File: src/crfc_pkg.sv
package crfc_pkg;

    localparam int unsigned BYTE_W   = 8;
    localparam int unsigned NIB_W    = 4;
    localparam int unsigned KIND_W   = 2;
    localparam int unsigned STATUS_W = 2;
    localparam int unsigned CFG_IDX_W = 3;

    localparam logic [BYTE_W-1:0] CRC_POLY  = 8'hD5;
    localparam logic [BYTE_W-1:0] HI_NIBBLE = 8'hF0;
    localparam logic [BYTE_W-1:0] LO_NIBBLE = 8'h0F;

    // op codes
    localparam logic OP_BEGIN = 1'b0;
    localparam logic OP_BYTE  = 1'b1;

    // reply kinds
    localparam logic [KIND_W-1:0] KIND_HANDSHAKE = 2'd0;
    localparam logic [KIND_W-1:0] KIND_PRESS     = 2'd1;
    localparam logic [KIND_W-1:0] KIND_RELEASE   = 2'd2;

    // result status codes
    localparam logic [STATUS_W-1:0] STATUS_OK      = 2'd0;
    localparam logic [STATUS_W-1:0] STATUS_CRC_ERR = 2'd1;
    localparam logic [STATUS_W-1:0] STATUS_ID_ERR  = 2'd2;

    // register indexes
    localparam logic [CFG_IDX_W-1:0] REG_HEADER_BYTE     = 3'd0;
    localparam logic [CFG_IDX_W-1:0] REG_DEVICE_NIBBLE   = 3'd1;
    localparam logic [CFG_IDX_W-1:0] REG_CMD_HANDSHAKE   = 3'd2;
    localparam logic [CFG_IDX_W-1:0] REG_CMD_PRESS       = 3'd3;
    localparam logic [CFG_IDX_W-1:0] REG_CMD_RELEASE     = 3'd4;
    localparam logic [CFG_IDX_W-1:0] REG_OPID_HANDSHAKE  = 3'd5;
    localparam logic [CFG_IDX_W-1:0] REG_OPID_DISCONNECT = 3'd6;

    typedef struct packed {
        logic              op;
        logic [KIND_W-1:0] kind;
        logic [BYTE_W-1:0] rx;
    } item_t;

    // one byte of crc-8, msb first, zero init
    function automatic logic [BYTE_W-1:0] crc8_byte(
        input logic [BYTE_W-1:0] crc,
        input logic [BYTE_W-1:0] data
    );
        logic [BYTE_W-1:0] c;
        c = crc ^ data;
        for (int k = 0; k < BYTE_W; k++)
        begin
            if (c[BYTE_W-1])
                c = {c[BYTE_W-2:0], 1'b0} ^ CRC_POLY;
            else
                c = {c[BYTE_W-2:0], 1'b0};
        end
        return c;
    endfunction

endpackage

File: src/camera_reply_frame_checker_core.sv
// channel   dir  handshake             payload
// input     in   in_valid / in_ready   op, reply_kind, rx_byte
// result    out  out_valid / out_ready status, osd_open
// config    in   cfg_wr_en             cfg_index, cfg_data
//
// one item per cycle sustained while the result is not stalled; a frame result
// passes from the input register to the result register after the transfer of
// the last frame byte; the crc byte update and frame compare are combinational
// rst_n clears frame state (not the stored bytes), osd flag, config, valid bits
// a stalled result holds the result register; the input register still
// takes a new item while its previous item can drain into a free result slot
module camera_reply_frame_checker_core (
    input  logic                            clk,
    input  logic                            rst_n,
    // input channel
    input  logic                            in_valid,
    output logic                            in_ready,
    input  logic                            op,
    input  logic [crfc_pkg::KIND_W-1:0]     reply_kind,
    input  logic [crfc_pkg::BYTE_W-1:0]     rx_byte,
    // result channel
    output logic                            out_valid,
    input  logic                            out_ready,
    output logic [crfc_pkg::STATUS_W-1:0]   status,
    output logic                            osd_open,
    // config write port
    input  logic                            cfg_wr_en,
    input  logic [crfc_pkg::CFG_IDX_W-1:0]  cfg_index,
    input  logic [crfc_pkg::BYTE_W-1:0]     cfg_data
);
    import crfc_pkg::*;

    // configuration registers
    logic [BYTE_W-1:0] header_byte_reg;
    logic [NIB_W-1:0]  device_nibble_reg;
    logic [NIB_W-1:0]  cmd_handshake_reg;
    logic [NIB_W-1:0]  cmd_press_reg;
    logic [NIB_W-1:0]  cmd_release_reg;
    logic [NIB_W-1:0]  opid_handshake_reg;
    logic [NIB_W-1:0]  opid_disconnect_reg;

    // input register
    item_t item_reg;
    logic  item_valid_reg;

    // frame state
    logic [KIND_W-1:0] kind_reg, kind_next;
    logic              header_seen_reg, header_seen_next;
    logic [1:0]        taken_reg, taken_next;
    logic [BYTE_W-1:0] crc_reg, crc_next;
    logic [BYTE_W-1:0] first_byte_reg, first_byte_next;
    logic [BYTE_W-1:0] second_byte_reg, second_byte_next;
    logic              flag_reg, flag_next;

    // result register
    logic                out_valid_reg, out_valid_next;
    logic [STATUS_W-1:0] status_reg, status_next;
    logic                frame_done;

    logic              item_move;
    logic [BYTE_W-1:0] crc_upd;
    logic [1:0]        taken_inc;
    logic [1:0]        need;
    logic [NIB_W-1:0]  cmd_sel;
    logic [NIB_W-1:0]  opid;

    // the item in the input register drains once the result slot is free
    assign item_move = item_valid_reg && (!out_valid_reg || out_ready);
    assign in_ready  = !item_valid_reg || item_move;

    // result slot stays full while stalled, refills on a finished frame
    assign out_valid_next = (item_move && frame_done) || (out_valid_reg && !out_ready);

    assign out_valid = out_valid_reg;
    assign status    = status_reg;
    assign osd_open  = flag_reg;

    // config writes
    always_ff @(posedge clk or negedge rst_n)
    begin
        if (!rst_n)
        begin
            header_byte_reg     <= '0;
            device_nibble_reg   <= '0;
            cmd_handshake_reg   <= '0;
            cmd_press_reg       <= '0;
            cmd_release_reg     <= '0;
            opid_handshake_reg  <= '0;
            opid_disconnect_reg <= '0;
        end
        else if (cfg_wr_en)
        begin
            case (cfg_index)
                REG_HEADER_BYTE:     header_byte_reg     <= cfg_data;
                REG_DEVICE_NIBBLE:   device_nibble_reg   <= cfg_data[NIB_W-1:0];
                REG_CMD_HANDSHAKE:   cmd_handshake_reg   <= cfg_data[NIB_W-1:0];
                REG_CMD_PRESS:       cmd_press_reg       <= cfg_data[NIB_W-1:0];
                REG_CMD_RELEASE:     cmd_release_reg     <= cfg_data[NIB_W-1:0];
                REG_OPID_HANDSHAKE:  opid_handshake_reg  <= cfg_data[NIB_W-1:0];
                REG_OPID_DISCONNECT: opid_disconnect_reg <= cfg_data[NIB_W-1:0];
                default: ;
            endcase
        end
    end

    // input register
    always_ff @(posedge clk or negedge rst_n)
    begin
        if (!rst_n)
            item_valid_reg <= 1'b0;
        else if (in_ready)
            item_valid_reg <= in_valid;
    end

    always_ff @(posedge clk)
    begin
        if (in_valid && in_ready)
            item_reg <= {op, reply_kind, rx_byte};
    end

    // frame logic for the item in the input register
    always_comb
    begin
        // crc starts fresh on the header byte
        crc_upd   = crc8_byte(header_seen_reg ? crc_reg : '0, item_reg.rx);
        taken_inc = taken_reg + 2'd1;
        need      = (kind_reg == KIND_HANDSHAKE) ? 2'd3 : 2'd2;

        case (kind_reg)
            KIND_HANDSHAKE: cmd_sel = cmd_handshake_reg;
            KIND_RELEASE:   cmd_sel = cmd_release_reg;
            default:        cmd_sel = cmd_press_reg;  // press and the unused kind
        endcase

        opid = second_byte_reg[BYTE_W-1:NIB_W];

        kind_next        = kind_reg;
        header_seen_next = header_seen_reg;
        taken_next       = taken_reg;
        crc_next         = crc_reg;
        first_byte_next  = first_byte_reg;
        second_byte_next = second_byte_reg;
        flag_next        = flag_reg;
        status_next      = STATUS_OK;
        frame_done       = 1'b0;

        if (item_reg.op == OP_BEGIN)
        begin
            kind_next        = item_reg.kind;
            header_seen_next = 1'b0;
            taken_next       = '0;
            crc_next         = '0;
        end
        else if (!header_seen_reg)
        begin
            // hunting for the header
            if (item_reg.rx == header_byte_reg)
            begin
                header_seen_next = 1'b1;
                taken_next       = '0;
                crc_next         = crc_upd;
            end
        end
        else
        begin
            crc_next   = crc_upd;
            taken_next = taken_inc;
            if (taken_reg == 2'd0)
                first_byte_next = item_reg.rx;
            else if (taken_reg == 2'd1)
                second_byte_next = item_reg.rx;

            if (taken_inc == need)
            begin
                frame_done = 1'b1;
                // first byte is always stored before completion
                if (crc_upd != '0)
                    status_next = STATUS_CRC_ERR;
                else if (first_byte_next != {device_nibble_reg, cmd_sel})
                    status_next = STATUS_ID_ERR;
                else
                begin
                    status_next = STATUS_OK;
                    if (kind_reg == KIND_HANDSHAKE &&
                        (second_byte_next & LO_NIBBLE) == 8'h01)
                    begin
                        opid = second_byte_next[BYTE_W-1:NIB_W];
                        if (opid == opid_handshake_reg)
                            flag_next = 1'b1;
                        else if (opid == opid_disconnect_reg)
                            flag_next = 1'b0;
                    end
                end
                header_seen_next = 1'b0;
                taken_next       = '0;
                crc_next         = '0;
            end
        end
    end

    // frame state and result register
    always_ff @(posedge clk or negedge rst_n)
    begin
        if (!rst_n)
        begin
            kind_reg        <= KIND_HANDSHAKE;
            header_seen_reg <= 1'b0;
            taken_reg       <= '0;
            crc_reg         <= '0;
            flag_reg        <= 1'b0;
            out_valid_reg   <= 1'b0;
        end
        else
        begin
            out_valid_reg <= out_valid_next;
            if (item_move)
            begin
                kind_reg        <= kind_next;
                header_seen_reg <= header_seen_next;
                taken_reg       <= taken_next;
                crc_reg         <= crc_next;
                if (frame_done)
                    flag_reg <= flag_next;
            end
        end
    end

    always_ff @(posedge clk)
    begin
        if (item_move)
        begin
            first_byte_reg  <= first_byte_next;
            second_byte_reg <= second_byte_next;
            if (frame_done)
                status_reg <= status_next;
        end
    end

endmodule

File: config.mk
export PLATFORM = sky130hd
export DESIGN_NAME = camera_reply_frame_checker_core
export DESIGN_NICKNAME = d
export VERILOG_FILES = /design/src/crfc_pkg.sv /design/src/camera_reply_frame_checker_core.sv
export SDC_FILE = /design/constraint.sdc
export NUM_CORES = 1
export LEC_CHECK = 0
export BUFFER_PORTS_ARGS = -buffer_cell sky130_fd_sc_hd__buf_2
export CAP_MARGIN = 20
export CORE_MARGIN = 1
export CORE_UTILIZATION = 45
export DETAILED_ROUTE_END_ITERATION = 7
export PLACE_DENSITY = 0.73
export REMOVE_ABC_BUFFERS = 1
export SYNTH_ARGS = -nofsm -noshare
export SYNTH_HDL_FRONTEND = slang
export SYNTH_SLANG_ARGS = --single-unit
File: constraint.sdc
create_clock -name clk -period 8.15 [get_ports clk]
set_clock_uncertainty 0.15 [all_clocks]
set_input_delay 1.2225 -clock clk [delete_from_list [all_inputs] [get_ports clk]]
set_output_delay 1.2225 -clock clk [all_outputs]
set_load 0.1 [all_outputs]
* Word level (Yosys, flattened, before mapping)
Cells that the tools add are included.
W data, S select, Z words.
** Storage, ports and cells
- Register bits :: 77
- Bits in latches :: 0
- Bits in writable memories :: 0
- Memory bits (read-only) :: 0
- Input bits :: 27
- Output and inout port bits :: 5
- Logic and storage cells :: 118
- Memories :: 0
** Cells by class
- $add $sub $neg :: 1
- Multipliers :: 0
- Divide/modulo/power cells :: 0
- Order comparisons :: 0
- Equality and inequality tests :: 15
- Shifts and indexed selects :: 0
- Multiplexer cells :: 37
- Bitwise operators :: 14
- Reductions and logical operators :: 30
** Operator list (count)
- $mux W8 :: 20
- $not A5 Y5 :: 8
- $reduce_and A2 Y1 :: 10
- $mux W1 :: 11
- $mux W2 :: 5
- $eq A3 B3 Y1 const B :: 3
- $reduce_and A9 Y1 :: 1
- $eq A4 B4 Y1 :: 2
- $eq A8 B8 Y1 :: 1
- $ne A8 B8 Y1 :: 1
- $pmux W4 S2 :: 1
- $reduce_bool A8 Y1 :: 1
- $xor A8 B8 Y8 :: 1
- $eq A3 B2 Y1 const B :: 2
- $reduce_and A3 Y1 :: 2
- $logic_and A1 B1 Y1 :: 5
- $not A1 Y1 :: 5
- $eq A4 B1 Y1 const B :: 1
- $logic_not A2 Y1 :: 2
- $reduce_or A4 Y1 :: 1
- $eq A3 B1 Y1 const B :: 1
- $logic_not A1 Y1 :: 3
- $logic_not A3 Y1 :: 1
- $logic_or A1 B1 Y1 :: 3
- other kinds (6) :: 6

* Longest topological paths before layout
Gate-level depths: netlist of run 1.
- Word-level depth :: 21
- Gate-level depth with buffers :: 11
- Gate-level depth less buffers :: 9

* Worst setup path after synthesis of run 1
No wires, ideal clock.
- Path type :: in2reg
- From :: input port out_ready
- To :: register flag_reg, in the netlist osd_open
- Library setup time :: 0.120 ns
- Arrival time :: 3.160 ns
- Path slack :: 4.720 ns
- Cell stages on the path :: 7
- Buffers on the path :: 0
- Path through :: nand2b_1 > nand2_1 > nor2_1 > nand3_1 > nor4_2 > a31oi_1 > a31o_1
** On the way
- Word-level cells in the longest chain between the ends :: 3
** RTL lines
- from (decl) :: RTL line camera_reply_frame_checker_core.sv:23 : input logic out_ready,
- $logic_or A1 B1 Y1 :: RTL line camera_reply_frame_checker_core.sv:68 : assign item_move = item_valid_reg && (!out_valid_reg || out_ready);
- $logic_and A1 B1 Y1 :: RTL line camera_reply_frame_checker_core.sv:68
- $reduce_and A9 Y1 (no source line)
- to (signal assigned) :: RTL line camera_reply_frame_checker_core.sv:223 : flag_reg <= flag_next;
- to (decl) :: RTL line camera_reply_frame_checker_core.sv:53 : logic flag_reg, flag_next;
No other way between the ends.
A chain may end at the register's enable or synchronous reset.

* Worst setup path in the final report of run 1
- From :: input port out_ready
- To :: output port in_ready
** On the way
- Word-level cells in the longest chain between the ends :: 3
** RTL lines
- $logic_or A1 B1 Y1 :: RTL line camera_reply_frame_checker_core.sv:68
- $logic_and A1 B1 Y1 :: RTL line camera_reply_frame_checker_core.sv:68
- $logic_or A1 B1 Y1 :: RTL line camera_reply_frame_checker_core.sv:69 : assign in_ready = !item_valid_reg || item_move;
- to (decl) :: RTL line camera_reply_frame_checker_core.sv:17 : output logic in_ready,
No other way between the ends.

==> flow_metrics.py, run 1 <==
metrics = {
    "run_status": {
        "status": "finished, final reports clean",
    },
    "worst_setup_path": {
        "r2r_slack_ps": 5230,
        "cp.buffers_inverters": 2,
        "cp.arrival_ps": 1860,
        "worstSetupStartpointType": "input port",
        "worstPathCellList": "buf_2, nand3b_1, buf_2",
        "end_kind": "output pin",
        "crit_top_cell": "buf_2",
        "crit_slowest_cell": "buf_2",
        "crit_family": "buffers and inverters",
        "critPathKind": "in2out",
        "worstPathRequired_ps": 6780,
        "cp_max_fo": 3,
        "max_stage_delay_ps": 440,
    },
    "drt": {
        "drt_iter0_drc": 68,
        "antenna_left": 0,
        "drc": 0,
        "routed_wl_mm": 7.54,
        "routed_via_density": 5.33,
        "dr.pass1.iters": 4,
        "vias": 2347,
        "routedWlPerCell_um": 17.1,
    },
    "clock_network": {
        "root_buffer": "clkbuf_8",
        "cts.hold.buffers_added": 0,
        "clock_path_buffers": 2,
        "cts_resized": 0,
        "postCtsSetupRepairBufs": 0,
        "cts_tree": "done",
        "cts.clk_slew.worst_paths_ps": 70,
        "cts_sinks": 77,
        "clk_latency_ps": 360,
        "h-tree-depth": 3,
        "numCtsBuffers": 9,
    },
    "synth": {
        "yosysWarnings": 0,
        "synth-edff-count": 29,
        "synth_seq_area_share_pct": 52.4,
        "synth-seq-cells": 77,
        "synthFlopType": "dfrtp_1",
        "synth_top_cell_area_share_pct": 30.4,
        "avgSynthCellArea_um2": 13.4,
        "async_flop_share_pct": 62.3,
        "syn_area_mm2": 0.00395,
        "yosysUniqueCellTypes": 44,
        "syn_inst": 296,
        "synthTopCellsByArea": "dfrtp_1 30%, edfxtp_1 22%, mux2_2 12%, xor2_1 6.2%, xnor2_1 5.3%",
        "synth_area_leader_cell": "dfrtp_1",
    },
    "min_path": {
        "hold_class": "reg2reg",
    },
    "timing": {
        "post-route-period-util_pct": 39.7,
        "min_period_ps": 3230,
        "worst_pin_slew_ps": 692,
        "slew_headroom_pct": 53.9,
        "hold_viol_final": 0,
        "setup_viol": 0,
        "fmax_mhz": 309,
        "rsz0062_at_grt": "no",
        "setup_tns_ps": 0,
        "slew_viol_final": 0,
    },
    "grt": {
        "overflow": 0,
        "track_usage_pct": 18.2,
        "grt_max_degree": 49,
        "grt_first_pass_wirelength_mm": 12.1,
        "grt_antenna_before_repair": 0,
        "grt_pass1_vias": 2353,
    },
    "layout": {
        "antennaDiodeCount": 0,
        "area_growth_pct": 11.7,
        "largest_register_ffs": 11,
        "instances_no_fill": 440,
        "finalCoreUtilization_pct": 53.0,
        "nets": 359,
        "drive_gt1_share_pct": 33.4,
    },
    "floorplan": {
        "dieHeight_um": 95.7,
        "placement_rows": 33,
        "die-width_um": 95.7,
        "core_mm2": 0.00834,
        "die_area_mm2": 0.00917,
        "start_util_pct": 47.4,
        "pin_count": 32,
    },
    "power_and_ir_drop": {
        "power_uw": 974,
        "power_density_mw_per_mm2": 220,
        "leakagePower_uw": 0.00187,
        "vdd_drop_max_uv": 106,
    },
    "place": {
        "place_hpwl_mm": 5.31,
        "portBuffers": 31,
        "place.gp.congestion": 0.794,
        "dp_cells": 423,
    },
    "job": {
        "drv_cap": 0,
    },
}
## per-layer routing
layer,GRT usage [%],up-vias,share of wire [%],routed length (um)
li1,-,1115,-,-
met1,24.3,1173,46,3500
met2,28.3,42,48,3610
met3,4.74,17,3.3,251
met4,6.97,0,2.3,177
met5,0,-,0,0
## through the flow
stage	worst slack [ps]	cell area, um^2	hold WS [ps]
2_1_floorplan	4720	3890	300
5_1_grt	4890	4420	360
3_3_place_gp	4930	4190	319
3_5_place_dp	4920	4190	326
6_report	4920	4420	340
4_1_cts	4920	4400	351
## layout make-up
| class | instances | area [um^2] |
|---|---|---|
| timing repair buffer | 33 | 183 |
| tap | 105 | 131 |
| fill | 721 | 3920 |
| clock inverter | 3 | 41.3 |
| inverter | 8 | 30.0 |
| multi-input combinational | 201 | 1790 |
| clock buffer | 13 | 169 |
| sequential | 77 | 2070 |
## cell usage in the layout (no fill, tap or decap), types with 3 or more instances in the layout
cell / Yosys / final
a22o_1: 8 / 8
buf_2: 6 / 31
clkbuf_8: 0 / 12
dfrtp_1: 48 / 48
edfxtp_1: 29 / 29
inv_1: 8 / 8
mux2_2: 43 / 43
mux2_4: 3 / 3
mux2i_1: 8 / 8
nand2_1: 23 / 23
nand2b_1: 5 / 5
nand3_1: 3 / 3
nand4b_1: 3 / 3
nor2_1: 5 / 5
nor4_1: 5 / 5
o21ai_0: 5 / 5
o21ai_1: 3 / 3
xnor2_1: 24 / 24
xnor2_2: 8 / 8
xor2_1: 28 / 28
## synth_stat cells, types with 2 or more instances
cell type / number
nand2_1: 23
dfrtp_1: 48
xnor2_2: 8
inv_1: 8
mux2_2: 43
nor4_1: 5
buf_2: 6
nor3_1: 2
a21o_1: 2
o21ai_0: 5
nand3_1: 3
o21ai_1: 3
nor3b_1: 2
buf_6: 2
xnor2_1: 24
nand4b_1: 3
nor2_1: 5
ha_1: 2
xor2_1: 28
a22o_1: 8
mux2_4: 3
nand2b_1: 5
mux2i_1: 8
edfxtp_1: 29
clkbuf_1: 2
## final timing paths
path	to	depth (start not counted)	start
max in group asynchronous	header_byte_reg[6]	2	rst_n
min in group asynchronous	crc_reg[1]	1	rst_n
max reg2reg	osd_open	9	taken_reg[0]
min reg2reg	kind_reg[0]	1	item_reg[8]
max	in_ready	3	out_ready
min	kind_reg[0]	1	item_reg[8]
## cell families (layout without fill, tap and decap cells)
family	Yosys count	count (layout)	share of synthesized area (%)
flops	77	77	52.4
xor+xnor	62	62	15.8
simple gates	59	59	8.92
mux	54	54	15.4
compound gates	24	24	4.53
buf+inv	18	57	2.28
fa+ha+maj	2	2	0.633
## where the power goes
| group | internal [uW] | switching, uW | leakage [uW] |
|---|---|---|---|
| Combinational | 101 | 80.4 | 0.000892 |
| Clock | 167 | 140 | 0.000110 |
| Sequential | 445 | 40.4 | 0.000870 |
No activity file was read; power rests on OpenSTA's default activity.
==> inputs of run 2 (changes only) <==
--- a/config.mk
+++ b/config.mk
@@ -5,6 +5,7 @@
 export SDC_FILE = /design/constraint.sdc
 export NUM_CORES = 1
 export LEC_CHECK = 0
+export ABC_AREA = 1
 export BUFFER_PORTS_ARGS = -buffer_cell sky130_fd_sc_hd__buf_2
 export CAP_MARGIN = 20
 export CORE_MARGIN = 1
==> constraint.sdc (replaced) <==
create_clock -name clk -period 3.2 [get_ports clk]
set_clock_uncertainty 0.15 [all_clocks]
set_input_delay 0.48 -clock clk [delete_from_list [all_inputs] [get_ports clk]]
set_output_delay 0.48 -clock clk [all_outputs]
set_load 0.1 [all_outputs]
==> flow_metrics.py, run 2 <==
metrics = {
    "timing": {
        "setup_ws_ps": 382,
        "setup_viol": 0,
        "worst_pin_slew_ps": 577,
        "slew_headroom_pct": 61.5,
        "hold_viol_final": 0,
        "slew_viol_final": 0,
        "min_period_ps": 2820,
        "fmax_mhz": 355,
        "rsz0062_at_grt": "no",
        "post-route-period-util_pct": 88.1,
        "setup_tns_ps": 0,
    },
    "synth": {
        "synth_area_leader_cell": "dfrtp_1",
        "synthTopCellsByArea": "dfrtp_1 29%, edfxtp_1 21%, nand2_1 13%, o21ai_0 6.5%, nand3_1 5.2%",
        "synth_seq_area_share_pct": 50.5,
        "synth-seq-cells": 77,
        "async_flop_share_pct": 62.3,
        "yosysUniqueCellTypes": 32,
        "avgSynthCellArea_um2": 8.71,
        "synthTopCellsByCount": "137 x nand2_1, 53 x o21ai_0, 48 x dfrtp_1, 43 x inv_1, 43 x nand3_1",
        "synth_top_cell_area_share_pct": 29.3,
        "synthFlopType": "dfrtp_1",
        "syn_area_mm2": 0.00410,
        "synth-edff-count": 29,
        "yosysMostFrequentCell": "nand2_1",
        "syn_inst": 471,
        "yosysWarnings": 0,
    },
    "floorplan": {
        "core_mm2": 0.00876,
        "start_util_pct": 46.8,
        "die-width_um": 97.5,
        "dieHeight_um": 97.5,
        "pin_count": 32,
        "die_area_mm2": 0.00951,
        "placement_rows": 34,
    },
    "layout": {
        "nets": 541,
        "drive_gt1_share_pct": 19.5,
        "largest_register_ffs": 11,
        "final_cell_mix": "137 x nand2_1, 53 x o21ai_0, 48 x dfrtp_1, 43 x inv_1, 43 x nand3_1",
        "fillers": 815,
        "area_growth_pct": 11.3,
        "instances_no_fill": 625,
        "final_common_cell": "nand2_1",
        "antennaDiodeCount": 0,
    },
    "clock_network": {
        "clock_path_buffers": 2,
        "cts.clk_slew.worst_paths_ps": 80,
        "cts_sinks": 77,
        "numCtsBuffers": 9,
        "cts.hold.buffers_added": 0,
        "clk_latency_ps": 350,
        "h-tree-depth": 3,
        "cts_tree": "done",
        "cts_resized": 0,
        "root_buffer": "clkbuf_8",
        "postCtsSetupRepairBufs": 0,
    },
    "worst_setup_path": {
        "r2r_slack_ps": 380,
        "end_kind": "flip-flop",
        "cp_max_fo": 17,
        "worstPathRequired_ps": 3160,
        "worstSetupStartpointType": "flip-flop",
        "crit_top_cell": "nand2_4",
        "cp.arrival_ps": 2780,
        "worstPathCellList": "nand2_1, nand2_2, nand2_4, inv_4, nand2_4, nand2_4, nand2_4, nand2_4, inv_2, nand2_4, nand2_4, nand2_2, nand2_2, nand2_1, nand2_2, nor2_4, nand3_2, nor2_4, nand2_1, nand2_1, inv_1",
        "max_stage_delay_ps": 700,
        "critPathKind": "reg2reg",
        "crit_slowest_cell": "dfrtp_1",
    },
    "power_and_ir_drop": {
        "swShare_pct": 30.7,
        "pwr-share-clk_pct": 28.4,
        "power_frac_comb_pct": 19.2,
        "vdd_drop_max_uv": 301,
        "power_density_mw_per_mm2": 497,
        "power_uw": 2270,
        "leakagePower_uw": 0.00214,
        "netSwitchingPower_uw": 697,
        "pwr-share-seq_pct": 52.4,
        "p_int_uw": 1570,
    },
    "drt": {
        "drt_iter0_drc": 264,
        "dr.pass1.iters": 5,
        "antenna_left": 0,
        "vias": 3292,
        "routed_wl_mm": 8.95,
        "routed_via_density": 5.27,
        "routedWlPerCell_um": 14.3,
        "drc": 0,
    },
    "grt": {
        "grt_first_pass_wirelength_mm": 15.2,
        "overflow": 0,
        "track_usage_pct": 20.3,
        "grt_pass1_vias": 3180,
        "grt_antenna_before_repair": 0,
        "grt_max_degree": 49,
    },
    "min_path": {
        "hold_class": "in2reg",
    },
    "place": {
        "pre_cts_ws_ps": 412,
        "portBuffers": 31,
        "place.gp.congestion": 0.938,
        "dp_cells": 607,
        "place_hpwl_mm": 6.69,
    },
    "run_status": {
        "status": "finished, final reports clean",
    },
    "job": {
        "drv_cap": 0,
    },
}
[run 2: cell types whose count changed after synthesis, moves of 8 or more]
cell,delta
o21ai_0,+48
nand2_1,+114
nand2_4,+9
xnor2_1,-17
nor2_1,+13
inv_1,+35
xor2_1,-12
mux2i_1,-8
xnor2_2,-8
nand2_2,+16
mux2_2,-38
nand3_1,+40
[run 2: worst paths after layout]
kind | from | end | cells past startpoint
worst max-delay path | header_seen_reg | status[0] | 21
worst min-delay path | rx_byte[2] | item_reg[2] | 1
worst max register to register | header_seen_reg | status[0] | 21
worst min register to register | item_reg[9] | kind_reg[1] | 1
max in group asynchronous | rst_n | crc_reg[0] | 3
min in group asynchronous | rst_n | cmd_press_reg[2] | 2
[run 2: kinds of logic (layout without fill, tap and decap cells)]
family / after synthesis / count (layout) / synth area share [%]
DFF: 77 / 77 / 50.5
AOI/OAI and AO/OA: 60 / 60 / 7.80
buffers and inverters: 54 / 100 / 5.40
muxes: 5 / 5 / 1.37
adders and majority gates: 2 / 2 / 0.610
xor gates and xnor gates: 23 / 23 / 4.91
and+or+nand+nor: 250 / 250 / 29.4
[run 2: metal layers]
metal / up-vias / routed length, um / GRT usage [%] / share of wire [%]
li1: 1637 / - / - / -
met1: 1539 / 4100 / 28.0 / 46
met2: 100 / 4140 / 31.8 / 46
met3: 16 / 527 / 3.60 / 5.9
met4: 0 / 186 / 7.92 / 2.1
met5: - / 0 / 0 / 0
[run 2: cell type report]
| class | count | area, um^2 | share of cell area, % |
|---|---|---|---|
| inverters | 49 | 186 | 4.08 |
| multi-input cells | 340 | 1810 | 39.6 |
| clock inverters | 5 | 32.5 | 0.712 |
| well taps | 108 | 135 | 2.96 |
| clock buffers | 11 | 131 | 2.88 |
| flip-flops and latches | 77 | 2070 | 45.4 |
| repair buffers | 35 | 200 | 4.38 |
[run 2: critical path: cells and delay by family (launching register included)]
kind	cells	cell delay, ps
simple gates	18	1570
flops	1	700
buf+inv	3	160
[run 2: power by group through the flow]
stage	Clock [uW]	Sequential (uW)	Combinational, uW
after global routing	695	1200	494
after floorplan	0	1190	328
final	645	1190	435
after CTS	655	1190	430
after detailed placement	0	1210	429
after global placement	0	1210	413
[run 2: metrics by stage]
step / utilization [%] / hold slack (ps) / instance area, um^2
after global placement: 49.9 / 311 / 4370
after floorplan: - / 34.4 / 4070
final: 52.1 / 154 / 4570
after detailed placement: 49.9 / 321 / 4370
after global routing: 52.1 / 134 / 4570
after CTS: 51.8 / 139 / 4540
==> inputs of run 3 (changes only) <==
--- a/config.mk
+++ b/config.mk
@@ -5,12 +5,12 @@
 export SDC_FILE = /design/constraint.sdc
 export NUM_CORES = 1
 export LEC_CHECK = 0
-export ABC_AREA = 1
 export BUFFER_PORTS_ARGS = -buffer_cell sky130_fd_sc_hd__buf_2
 export CAP_MARGIN = 20
 export CORE_MARGIN = 1
 export CORE_UTILIZATION = 45
 export DETAILED_ROUTE_END_ITERATION = 7
+export GPL_ROUTABILITY_DRIVEN = 0
 export PLACE_DENSITY = 0.73
 export REMOVE_ABC_BUFFERS = 1
 export SYNTH_ARGS = -nofsm -noshare
==> flow_metrics.py, run 3 (synthesis gave the netlist of run 1 again) <==
metrics = {
    "run_status": {
        "status": "finished, final reports clean",
    },
    "timing": {
        "slew_headroom_pct": 53.7,
        "slew_viol_final": 0,
        "worst_pin_slew_ps": 694,
        "fmax_mhz": 348,
        "setup_tns_ps": 0,
        "min_period_ps": 2870,
        "post-route-period-util_pct": 89.7,
        "rsz0062_at_grt": "no",
        "setup_viol": 0,
        "hold_viol_final": 0,
    },
    "layout": {
        "fillers": 729,
        "final_common_cell": "dfrtp_1",
        "register_area_mm2": 0.00207,
        "nets": 360,
        "area_growth_pct": 11.5,
        "antennaDiodeCount": 0,
        "final_area_mm2": 0.00441,
        "final_cell_mix": "48 x dfrtp_1, 43 x mux2_2, 31 x buf_2, 29 x edfxtp_1, 28 x xor2_1",
        "largest_register_ffs": 11,
        "drive_gt1_share_pct": 33.3,
        "multiInputGateArea_mm2": 0.00179,
    },
    "worst_setup_path": {
        "worstPathCellList": "inv_1, ha_1, nand2b_1, mux2i_1, xnor2_1, nor4_1, a31oi_1, a31o_1",
        "worstReg2RegStart": "taken_reg[0]",
        "r2r_slack_ps": 330,
        "max_stage_delay_ps": 470,
        "rr_worst_depth": 8,
        "crit_start": "taken_reg[0]",
        "end_kind": "flip-flop",
        "cp.buffers_inverters": 1,
        "worstSetupStartpointType": "flip-flop",
        "cp.arrival_ps": 2960,
        "critPathKind": "reg2reg",
        "crit_slowest_cell": "nand2b_1",
        "worstPathRequired_ps": 3280,
        "crit_family": "simple AND/OR/NAND/NOR gates",
        "cp_max_fo": 10,
        "r2r-end": "osd_open",
    },
    "clock_network": {
        "clock_path_buffers": 2,
        "numCtsBuffers": 9,
        "root_buffer": "clkbuf_8",
        "cts.clk_slew.worst_paths_ps": 80,
        "cts_sinks": 77,
        "clk_latency_ps": 350,
        "cts_tree": "done",
        "h-tree-depth": 3,
    },
    "drt": {
        "drc": 0,
        "antenna_left": 0,
        "routed_wl_mm": 7.67,
        "routedWlPerCell_um": 17.4,
        "dr.pass1.iters": 4,
        "drt_iter0_drc": 119,
        "vias": 2351,
        "routed_via_density": 5.33,
    },
    "floorplan": {
        "placement_rows": 33,
        "dieHeight_um": 95.7,
        "die-width_um": 95.7,
        "start_util_pct": 47.4,
        "pin_count": 32,
        "core_mm2": 0.00834,
        "die_area_mm2": 0.00917,
    },
    "place": {
        "place_hpwl_mm": 5.56,
        "portBuffers": 31,
        "place_area_mm2": 0.00419,
    },
    "min_path": {
        "hold_class": "in2reg",
        "hold_start": "rx_byte[3]",
        "hold_path_depth": 1,
        "whs_endpoint": "item_reg[3]",
    },
    "power_and_ir_drop": {
        "power_uw": 2420,
        "pwr-share-clk_pct": 29.4,
        "power_frac_comb_pct": 19.2,
        "p_int_uw": 1730,
        "vdd_drop_max_uv": 437,
        "swShare_pct": 28.5,
        "pwr-share-seq_pct": 51.3,
        "power_density_mw_per_mm2": 549,
        "leakagePower_uw": 0.00187,
        "netSwitchingPower_uw": 689,
    },
    "grt": {
        "grt_first_pass_wirelength_mm": 12.4,
        "grt_pass1_vias": 2338,
        "grt_max_degree": 49,
        "overflow": 0,
        "grt_antenna_before_repair": 0,
        "track_usage_pct": 18.4,
    },
    "job": {
        "drv_cap": 0,
    },
}
-- run 3: worst reg2reg max path, delay by kind of cell (launching register included) --
kind / cells / cell delay [ps]
buffers and inverters: 1 / 100
and+or+nand+nor: 2 / 810
adders and majority gates: 1 / 440
muxes: 1 / 410
xor gates and xnor gates: 1 / 120
AOI/OAI and AO/OA: 2 / 330
DFF: 1 / 410
-- run 3: through the flow --
step	instances	hold slack (ps)	util (%)	worst slack, ps
detailed placement	423	319	50.2	310
floorplan	286	34.4	-	123
global route	441	140	52.9	137
CTS	439	138	52.5	294
finish	441	152	52.9	329
global placement	423	317	50.2	428
-- run 3: power by group through the flow --
stage          sequential, uW  combinational [uW]  clock [uW]
3_3_place_gp             1260                 452           0
6_report                 1240                 466         712
3_5_place_dp             1260                 466           0
4_1_cts                  1240                 468         731
5_1_grt                  1260                 515         766
2_1_floorplan            1220                 378           0
-- run 3: worst max-delay path by stage --
| stage | endpoint | slack [ps] | depth (start not counted) |
|---|---|---|---|
| 5_1_grt | osd_open | 140 | 8 |
| 4_1_cts | osd_open | 290 | 8 |
| 3_5_place_dp | osd_open | 310 | 8 |
| 6_report | osd_open | 330 | 8 |
| 2_1_floorplan | osd_open | 120 | 7 |
| 3_3_place_gp | osd_open | 430 | 8 |
-- run 3: cell type report --
class                      count  share of cell area, %
clock buffer                  11                   3.46
clock inverter                 5                  0.880
inverter                       8                  0.681
multi-input combinational    201                   40.6
sequential                    77                   47.0
tap                          105                   2.98
timing repair buffer          34                   4.37
-- run 3: per-layer routing --
metal / wire (um) / up-vias / track usage (%)
met3: 217 / 11 / 5.06
met4: 182 / 0 / 5.85
met2: 3770 / 40 / 29.4
met1: 3500 / 1180 / 24.3
met5: 0 / - / 0
li1: - / 1120 / -
-- run 3: timing repair --
| item | 4_1_cts | 5_1_grt |
|---|---|---|
| hold buffers | 0 | 1 |
| setup buffers | 0 | 0 |
| endpoints found under the hold margin | 0 | 8 |
| resized for setup | 0 | 0 |
